## src/sv/i2cmts_pkg.sv

```systemverilog
// Shared types and constants for the I2C master transaction sequencer.
package i2cmts_pkg;

  // Default width of the byte counter.
  localparam int unsigned LEN_BITS_DEF = 16;

  // Configuration register indexes.
  localparam logic [1:0] REG_SLAVE_ADDRESS = 2'd0;
  localparam logic [1:0] REG_FIRST_LENGTH  = 2'd1;
  localparam logic [1:0] REG_FOLLOW_MODE   = 2'd2;
  localparam logic [1:0] REG_SECOND_LENGTH = 2'd3;

  // Follow-up actions after the first phase.
  localparam logic [1:0] FOLLOW_STOP     = 2'd0;
  localparam logic [1:0] FOLLOW_WRITE    = 2'd1;
  localparam logic [1:0] FOLLOW_RS_READ  = 2'd2;
  localparam logic [1:0] FOLLOW_RS_WRITE = 2'd3;

  // Input operation codes.
  localparam logic OP_START = 1'b0;
  localparam logic OP_EVENT = 1'b1;

  // Commands to the byte-level bus engine.
  typedef enum logic [1:0] {
    CMD_NONE    = 2'd0,
    CMD_RESTART = 2'd1,
    CMD_RECV    = 2'd2,
    CMD_STOP    = 2'd3
  } bus_cmd_t;

  // Configuration register contents.
  typedef struct packed {
    logic [6:0]  slave_address;
    logic [15:0] first_length;
    logic [1:0]  follow_mode;
    logic [15:0] second_length;
  } cfg_t;

  // One input item.
  typedef struct packed {
    logic       operation;
    logic       start_read;
    logic       slave_nacked;
    logic       arb_lost;
    logic       bus_fault;
    logic [7:0] received_byte;
    logic [7:0] next_tx_byte;
  } item_t;

  // One result item.
  typedef struct packed {
    logic       accepted;
    bus_cmd_t   bus_command;
    logic       send_nack;
    logic       addr_write;
    logic [7:0] addr_byte;
    logic       data_write;
    logic [7:0] data_byte;
    logic       rx_valid;
    logic [7:0] rx_data;
    logic       flush_engine;
    logic       done_res;
    logic       error;
  } result_t;

endpackage

```

## src/sv/i2cmts_cfg.sv

```systemverilog
// Configuration register file of the I2C master transaction sequencer.
module i2cmts_cfg (
  input  logic                clk,
  input  logic                rst_n,
  input  logic                cfg_we,
  input  logic [1:0]          cfg_index,
  input  logic [15:0]         cfg_data,
  output i2cmts_pkg::cfg_t    cfg
);

  i2cmts_pkg::cfg_t cfg_r;

  // Register writes, decoded by index.
  always_ff @(posedge clk) begin
    if (!rst_n) begin
      cfg_r.slave_address <= 7'd0;
      cfg_r.first_length  <= 16'd1;
      cfg_r.follow_mode   <= i2cmts_pkg::FOLLOW_STOP;
      cfg_r.second_length <= 16'd1;
    end else if (cfg_we) begin
      case (cfg_index)
        i2cmts_pkg::REG_SLAVE_ADDRESS: cfg_r.slave_address <= cfg_data[6:0];
        i2cmts_pkg::REG_FIRST_LENGTH:  cfg_r.first_length  <= cfg_data;
        i2cmts_pkg::REG_FOLLOW_MODE:   cfg_r.follow_mode   <= cfg_data[1:0];
        i2cmts_pkg::REG_SECOND_LENGTH: cfg_r.second_length <= cfg_data;
        default: ;
      endcase
    end
  end

  assign cfg = cfg_r;

endmodule

```

## src/sv/i2cmts_fsm.sv

```systemverilog
// Transaction state machine: applies one item to the sequencer state.
module i2cmts_fsm #(
  parameter int unsigned LEN_BITS = i2cmts_pkg::LEN_BITS_DEF
) (
  input  logic                  clk,
  input  logic                  rst_n,
  input  logic                  step,
  input  i2cmts_pkg::item_t     item,
  input  i2cmts_pkg::cfg_t      cfg,
  output i2cmts_pkg::result_t   res
);

  typedef enum logic [3:0] {
    PH_IDLE   = 4'd0,
    PH_TX     = 4'd1,
    PH_RX     = 4'd2,
    PH_TXDONE = 4'd3,
    PH_PARKED = 4'd4
  } phase_t;

  phase_t              phase_r, phase_nxt;
  logic [LEN_BITS-1:0] bytes_left_r, bytes_left_nxt;
  logic                follow_pending_r, follow_pending_nxt;
  logic                address_check_r, address_check_nxt;
  logic                busy_r, busy_nxt;
  logic                error_r, error_nxt;

  // Lengths brought to the counter width.
  logic [31:0]         first_ext, second_ext;
  logic [LEN_BITS-1:0] first_len, second_len;
  logic [LEN_BITS-1:0] send_base, send_cnt, rx_cnt;
  logic                follow_rs;

  assign first_ext  = {16'd0, cfg.first_length};
  assign second_ext = {16'd0, cfg.second_length};
  assign first_len  = first_ext[LEN_BITS-1:0];
  assign second_len = second_ext[LEN_BITS-1:0];

  // A write that continues into the second phase reloads the count first.
  assign send_base = (phase_r == PH_TXDONE) ? second_len : bytes_left_r;
  assign send_cnt  = send_base - LEN_BITS'(1);
  assign rx_cnt    = bytes_left_r - LEN_BITS'(1);
  assign follow_rs = follow_pending_r &&
                     ((cfg.follow_mode == i2cmts_pkg::FOLLOW_RS_READ) ||
                      (cfg.follow_mode == i2cmts_pkg::FOLLOW_RS_WRITE));

  // Next state and result for the item in hand.
  always_comb begin
    phase_nxt          = phase_r;
    bytes_left_nxt     = bytes_left_r;
    follow_pending_nxt = follow_pending_r;
    address_check_nxt  = address_check_r;
    busy_nxt           = busy_r;
    error_nxt          = error_r;
    res                = '0;
    res.bus_command    = i2cmts_pkg::CMD_NONE;

    if (item.operation == i2cmts_pkg::OP_START) begin
      // Start request: only taken while not busy.
      if (!busy_r) begin
        busy_nxt           = 1'b1;
        res.accepted       = 1'b1;
        address_check_nxt  = 1'b1;
        follow_pending_nxt = 1'b1;
        bytes_left_nxt     = first_len;
        res.addr_write     = 1'b1;
        res.addr_byte      = {cfg.slave_address, item.start_read};
        phase_nxt          = item.start_read ? PH_RX : PH_TX;
      end
    end else if (item.bus_fault) begin
      res.flush_engine = 1'b1;
      error_nxt        = 1'b1;
      busy_nxt         = 1'b0;
      phase_nxt        = PH_PARKED;
    end else if (item.arb_lost || (address_check_r && item.slave_nacked)) begin
      error_nxt = 1'b1;
      busy_nxt  = 1'b0;
      phase_nxt = PH_PARKED;
    end else begin
      case (phase_r)
        PH_TX, PH_TXDONE: begin
          if (item.slave_nacked || (phase_r == PH_TXDONE &&
              (!follow_pending_r || cfg.follow_mode == i2cmts_pkg::FOLLOW_STOP))) begin
            // Data NACK or end of transfer: plain stop.
            res.bus_command = i2cmts_pkg::CMD_STOP;
            error_nxt       = 1'b0;
            busy_nxt        = 1'b0;
            phase_nxt       = PH_IDLE;
          end else if (phase_r == PH_TX ||
                       cfg.follow_mode == i2cmts_pkg::FOLLOW_WRITE) begin
            // Transmit the next byte.
            if (phase_r == PH_TXDONE) follow_pending_nxt = 1'b0;
            address_check_nxt = 1'b0;
            res.data_write    = 1'b1;
            res.data_byte     = item.next_tx_byte;
            bytes_left_nxt    = send_cnt;
            phase_nxt         = (send_cnt != '0) ? PH_TX : PH_TXDONE;
          end else begin
            // Repeated start into the second phase.
            address_check_nxt  = 1'b1;
            res.bus_command    = i2cmts_pkg::CMD_RESTART;
            res.send_nack      = 1'b1;
            res.addr_write     = 1'b1;
            res.addr_byte      = {cfg.slave_address, ~cfg.follow_mode[0]};
            bytes_left_nxt     = second_len;
            follow_pending_nxt = 1'b0;
            phase_nxt          = cfg.follow_mode[0] ? PH_TX : PH_RX;
          end
        end
        PH_RX: begin
          address_check_nxt = 1'b0;
          res.rx_valid      = 1'b1;
          res.rx_data       = item.received_byte;
          bytes_left_nxt    = rx_cnt;
          if (rx_cnt != '0) begin
            res.bus_command = i2cmts_pkg::CMD_RECV;
          end else if (follow_rs) begin
            address_check_nxt  = 1'b1;
            res.bus_command    = i2cmts_pkg::CMD_RESTART;
            res.send_nack      = 1'b1;
            res.addr_write     = 1'b1;
            res.addr_byte      = {cfg.slave_address, ~cfg.follow_mode[0]};
            bytes_left_nxt     = second_len;
            follow_pending_nxt = 1'b0;
            phase_nxt          = cfg.follow_mode[0] ? PH_TX : PH_RX;
          end else begin
            // Last byte read: NACK it and stop.
            res.bus_command = i2cmts_pkg::CMD_STOP;
            res.send_nack   = 1'b1;
            error_nxt       = 1'b0;
            busy_nxt        = 1'b0;
            phase_nxt       = PH_IDLE;
          end
        end
        PH_PARKED: begin
          busy_nxt = 1'b0;
        end
        default: begin
          error_nxt = 1'b0;
          busy_nxt  = 1'b0;
          phase_nxt = PH_IDLE;
        end
      endcase
    end

    res.done_res = busy_r && !busy_nxt;
    res.error    = error_nxt;
  end

  // Sequencer state, updated once per item.
  always_ff @(posedge clk) begin
    if (!rst_n) begin
      phase_r          <= PH_IDLE;
      bytes_left_r     <= '0;
      follow_pending_r <= 1'b0;
      address_check_r  <= 1'b0;
      busy_r           <= 1'b0;
      error_r          <= 1'b0;
    end else if (step) begin
      phase_r          <= phase_nxt;
      bytes_left_r     <= bytes_left_nxt;
      follow_pending_r <= follow_pending_nxt;
      address_check_r  <= address_check_nxt;
      busy_r           <= busy_nxt;
      error_r          <= error_nxt;
    end
  end

endmodule

```

## src/sv/i2c_master_transaction_sequencer.sv

```systemverilog
// Top level of the I2C master transaction sequencer.
//
// Usage: each input transfer is either a start request or a bus engine
// event; each one yields exactly one result transfer carrying the bus
// command, address or data byte to issue, any received byte to store, and
// the busy-to-idle and sticky error flags. The user must write the config
// registers (slave address, phase lengths, follow-up mode) via cfg_we,
// cfg_index, cfg_data only while no transfer is in flight (not enforced).
// Timing: an accepted input is captured in an input register, applied to
// the state machine once the output register is free or being read, and
// its result is then presented from the output register.
// Throughput: one item per cycle while the receiver keeps out_ready high.
// If the receiver stalls, the result is held in the output register, one
// more item may wait in the input register, and then in_ready drops.
// Reset (synchronous, rst_n low) empties both registers, returns the
// sequencer to idle with no error, and loads the register defaults.
module i2c_master_transaction_sequencer #(
  parameter int unsigned LEN_BITS = i2cmts_pkg::LEN_BITS_DEF
) (
  input  logic        clk,
  input  logic        rst_n,
  // Configuration write port.
  input  logic        cfg_we,
  input  logic [1:0]  cfg_index,
  input  logic [15:0] cfg_data,
  // Input channel.
  input  logic        in_valid,
  output logic        in_ready,
  input  logic        in_operation,
  input  logic        in_start_read,
  input  logic        in_slave_nacked,
  input  logic        in_arb_lost,
  input  logic        in_bus_fault,
  input  logic [7:0]  in_received_byte,
  input  logic [7:0]  in_next_tx_byte,
  // Result channel.
  output logic        out_valid,
  input  logic        out_ready,
  output logic        out_accepted,
  output logic [1:0]  out_bus_command,
  output logic        out_send_nack,
  output logic        out_addr_write,
  output logic [7:0]  out_addr_byte,
  output logic        out_data_write,
  output logic [7:0]  out_data_byte,
  output logic        out_rx_valid,
  output logic [7:0]  out_rx_data,
  output logic        out_flush_engine,
  output logic        out_done_res,
  output logic        out_error
);

  i2cmts_pkg::cfg_t    cfg;
  i2cmts_pkg::item_t   item_r;
  i2cmts_pkg::result_t step_res, res_r;
  logic                item_valid_r, out_valid_r;
  logic                in_fire, step_fire;

  i2cmts_cfg u_cfg (
    .clk       (clk),
    .rst_n     (rst_n),
    .cfg_we    (cfg_we),
    .cfg_index (cfg_index),
    .cfg_data  (cfg_data),
    .cfg       (cfg)
  );

  // Handshake between the input register, the state machine and the output.
  assign step_fire = item_valid_r && (!out_valid_r || out_ready);
  assign in_ready  = !item_valid_r || step_fire;
  assign in_fire   = in_valid && in_ready;

  i2cmts_fsm #(
    .LEN_BITS (LEN_BITS)
  ) u_fsm (
    .clk   (clk),
    .rst_n (rst_n),
    .step  (step_fire),
    .item  (item_r),
    .cfg   (cfg),
    .res   (step_res)
  );

  // Valid flags of the input and output registers.
  always_ff @(posedge clk) begin
    if (!rst_n) begin
      item_valid_r <= 1'b0;
      out_valid_r  <= 1'b0;
    end else begin
      if (in_fire) item_valid_r <= 1'b1;
      else if (step_fire) item_valid_r <= 1'b0;
      if (step_fire) out_valid_r <= 1'b1;
      else if (out_ready) out_valid_r <= 1'b0;
    end
  end

  // Payload registers.
  always_ff @(posedge clk) begin
    if (in_fire) begin
      item_r.operation     <= in_operation;
      item_r.start_read    <= in_start_read;
      item_r.slave_nacked  <= in_slave_nacked;
      item_r.arb_lost      <= in_arb_lost;
      item_r.bus_fault     <= in_bus_fault;
      item_r.received_byte <= in_received_byte;
      item_r.next_tx_byte  <= in_next_tx_byte;
    end
    if (step_fire) res_r <= step_res;
  end

  assign out_valid        = out_valid_r;
  assign out_accepted     = res_r.accepted;
  assign out_bus_command  = res_r.bus_command;
  assign out_send_nack    = res_r.send_nack;
  assign out_addr_write   = res_r.addr_write;
  assign out_addr_byte    = res_r.addr_byte;
  assign out_data_write   = res_r.data_write;
  assign out_data_byte    = res_r.data_byte;
  assign out_rx_valid     = res_r.rx_valid;
  assign out_rx_data      = res_r.rx_data;
  assign out_flush_engine = res_r.flush_engine;
  assign out_done_res     = res_r.done_res;
  assign out_error        = res_r.error;

endmodule
```

## config.mk

```make
export PLATFORM = sky130hd
export DESIGN_NAME = i2c_master_transaction_sequencer
export DESIGN_NICKNAME = d
export VERILOG_FILES = /design/src/sv/i2cmts_pkg.sv /design/src/sv/i2cmts_cfg.sv /design/src/sv/i2cmts_fsm.sv /design/src/sv/i2c_master_transaction_sequencer.sv
export SDC_FILE = /design/constraint.sdc
export NUM_CORES = 1
export LEC_CHECK = 0
export ABC_AREA = 1
export BUFFER_PORTS_ARGS = -buffer_cell sky130_fd_sc_hd__buf_2
export CAP_MARGIN = 5
export CORE_ASPECT_RATIO = 1.2
export CORE_MARGIN = 5
export CORE_UTILIZATION = 55
export CTS_BUF_LIST = sky130_fd_sc_hd__clkbuf_8
export DETAILED_ROUTE_END_ITERATION = 10
export PLACE_DENSITY = 0.86
export SLEW_MARGIN = 20
export SYNTH_ARGS = -nofsm -noshare
export SYNTH_HDL_FRONTEND = slang
export SYNTH_SLANG_ARGS = --single-unit
```

## constraint.sdc

```tcl
create_clock -name clk -period 2.9 [get_ports clk]
set_input_delay 0.29 -clock clk [delete_from_list [all_inputs] [get_ports clk]]
set_output_delay 0.29 -clock clk [all_outputs]
set_load 0.1 [all_outputs]
```

==> out/qor.txt <==
Post-synthesis net count: 926
WP buf/inv: 2
Met2 usage: 37.4%
Seq/Total Area, Yosys: 45.9%
RD Place Congestion: 0.959
Hold violation total from the final report: 0
Vias: 5967
Unrepaired setup endpoints after global routing: no
Hold/Removal Path Class: in -> reg
Top cells by area, synth: edfxtp_1 (25%), dfxtp_1 (20%), nand2_1 (11%)
Dpl hpwl: 11900 µm
Crit path largest cell delay: 0.42 ns
Total wire length: 15900 µm
Num CTS Buffers: 17
Vias per inst: 5.26
Die H: 129 µm
Hold worst-path end: item_r[19]$_DFFE_PP_
Cell Rows: 43
Pwr Density: 592 nW/µm²
Delay-heaviest family, CP: simple AND/OR/NAND/NOR gates
Post-route ant nets: 0
Critical path's most frequent cell: nand2_1
Mapped Cells: 878
CTS tree: done
Number of diodes: 0
R2R Path Start: u_fsm.phase_r[0]$_SDFFE_PN0P_
Initial DRC count: 604
Required time at the worst-slack endpoint: 3.28 ns
Final setup viols: 0
Clk slew on worst S/H paths: 0.09 ns
Worst r2r path cells: 15
Measured slew at the worst slew-check pin: 0.812 ns
Root Driver: clkbuf_8
Number of remaining DRC errors: 0
Setup TNS: 0 ns
Post-synth cell types: 37
Hold path depth: 1
Largest net degree at the start of global routing: 48
Area of the die: 14100 µm²
Warning count from the yosys run: 0
R2R setup slack: 0.25 ns
Cells along the critical path: inv_2 > nor2_4 > nand2_8 > o21ai_4 > ha_1 > nand2_1 > nor2_2 > nand3b_1 > nand2_1 > nand2_1 > inv_1 > nand3_1 > nor2_1 > nand3_1 > a21oi_1
Syn Std Cell Area: 6480 µm²
Crit. End Element: flip-flop
Worst IR drop on VDD: 0.000428 V
DIE WIDTH: 109 µm
First-pass GRT wire length: 25800 µm
Clock Latency Late Sink: 0.44 ns
Final Power: 4440 µW
Drt pass-1 iters: 7
# nets final: 1013
GR Util met1: 30.1%
Synth top area share: 25.5%
Clock Sinks: 121
Area growth from synthesis to layout: 15.6%
Max FO, Critical Path: 37
Share of cells above drive strength 1: 17.6%
Max-cap viol count: 0
Initial core utilization: 56.0%
Average wire per standard cell: 14.1 µm
Hold Crit Start: in_start_read
Max Clock Freq: 0.377 GHz
Grt ovf: 0
Buffers on Ports: 79
Max-slew violations: 0
Lkg Pwr: 0.00350 µW
Clk buf depth: 2
Core area: 11600 µm²
Most Used Layer, Global Route: met2
Initial antenna violation count: 0
Average size of a mapped cell: 7.38 µm²
Status: finished, final reports clean
CP max-delay cell: dfxtp_1
FF-to-FF End: u_fsm.phase_r[1]$_SDFFE_PN0P_
Worst setup SP type: flip-flop
Period utilization: 91.5%
Min cycle time layout: 2.65 ns
Clk_skew: 0.0107 ns
Slew headroom: 45.8%
Area leader, netlist: edfxtp_1
WS Path Type: reg -> reg
I/O pins: 80
Vias in the first global route: 5411
Total GRT Usage: 23.2%
Met3 Usage GRT: 5.02%
CTS HTree Levels: 4
CP arrival: 3.03 ns
#FFs+latches synth: 121
-- timing repair --
item	in CTS	in global routing
setup endpoints to repair	0	3
hold endpoints to repair	3	0
hold buffers	3	0
buffers inserted	0	0
gates resized for setup	0	2
-- synthesized netlist by cell type, drive strengths merged --
master / instances
a211oi: 1
a21oi: 81
a22oi: 2
and2: 2
buf: 10
clkbuf: 16
clkinv: 3
dfxtp: 66
edfxtp: 55
ha: 4
inv: 145
nand2: 200
nand3: 66
nand3b: 2
nand4: 8
nor2: 117
nor3: 10
o211ai: 2
o21ai: 80
o221ai: 2
o22ai: 1
xnor2: 1
xor2: 4
-- flip-flops by register name, summed over array words and instances, names as in the netlist --
signal                  cells
item_r                     21
item_valid_r                1
out_accepted                1
out_addr_byte               8
out_addr_write              1
out_bus_command             2
out_data_byte               8
out_data_write              1
out_done_res                1
out_error                   1
out_flush_engine            1
out_rx_data                 8
out_rx_valid                1
out_send_nack               1
out_valid                   1
u_cfg.cfg                  41
u_fsm.address_check_r       1
u_fsm.busy_r                1
u_fsm.bytes_left_r         16
u_fsm.error_r               1
u_fsm.follow_pending_r      1
u_fsm.phase_r               3
-- power by group --
| part | leakage (µW) | internal, µW | switching, µW |
|---|---|---|---|
| Clock | 0.000204 | 733 | 808 |
| Combinational | 0.00222 | 277 | 702 |
| Sequential | 0.00107 | 1870 | 49.0 |
-- cells by family after synthesis --
group	after synthesis	share of synthesized area, %
AO/OA/AOI/OAI	169	15.0
XOR/XNOR	5	0.676
adder cells (fa/ha/maj)	4	0.772
buffers and inverters	174	10.5
flip-flops	121	45.9
AND/OR/NAND/NOR	405	27.2
-- area by class of cell --
class / count / area, µm²
fill: 984 / 4080
clock buffer: 17 / 234
clock inverter: 15 / 175
sequential: 121 / 2970
multi-input combinational: 583 / 2840
inverter: 148 / 556
tap: 157 / 196
timing repair buffer: 94 / 515
-- through the flow --
stage / hold WS [ns] / cell area (µm²) / instances / util [%] / worst slack [ns]
after floorplan: 0.389 / 6480 / 878 / - / 0.00220
after global placement: 0.441 / 7030 / 1100 / 60.8 / 0.203
after detailed placement: 0.447 / 7030 / 1100 / 60.8 / 0.225
after CTS: 0.00187 / 7470 / 1135 / 64.6 / 0.184
after global routing: 0.00223 / 7490 / 1135 / 64.7 / 0.0386
final: 0.0202 / 7490 / 1135 / 64.7 / 0.248
-- per-layer routing --
metal,vias up,wire [µm]
met4,0,401
met5,-,0
li1,3005,-
met1,2699,6730
met3,29,1200
met2,234,7620
-- how the worst max path moves through the flow --
stage / start / to / slack, ns / cells after the start
after floorplan: out_valid$_SDFFE_PN0P_ / item_r[0]$_DFFE_PP_ / 0.002 / 3
after detailed placement: u_fsm.phase_r[0]$_SDFFE_PN0P_ / u_fsm.phase_r[1]$_SDFFE_PN0P_ / 0.23 / 15
final: u_fsm.phase_r[0]$_SDFFE_PN0P_ / u_fsm.phase_r[1]$_SDFFE_PN0P_ / 0.25 / 15
after CTS: u_fsm.phase_r[0]$_SDFFE_PN0P_ / u_fsm.phase_r[1]$_SDFFE_PN0P_ / 0.18 / 15
after global routing: u_fsm.phase_r[0]$_SDFFE_PN0P_ / u_fsm.phase_r[1]$_SDFFE_PN0P_ / 0.04 / 15
after global placement: u_fsm.phase_r[0]$_SDFFE_PN0P_ / u_fsm.phase_r[1]$_SDFFE_PN0P_ / 0.20 / 15
-- layout by cell type (no fill, tap or decap), types with 12 or more instances in the layout --
| cell type | count |
|---|---|
| a21oi_1 | 77 |
| buf_2 | 79 |
| buf_4 | 12 |
| clkbuf_8 | 17 |
| dfxtp_1 | 66 |
| edfxtp_1 | 55 |
| inv_1 | 142 |
| nand2_1 | 191 |
| nand3_1 | 64 |
| nor2_1 | 103 |
| o21ai_0 | 62 |
Note: power is estimated with default switching activity, not from simulation.
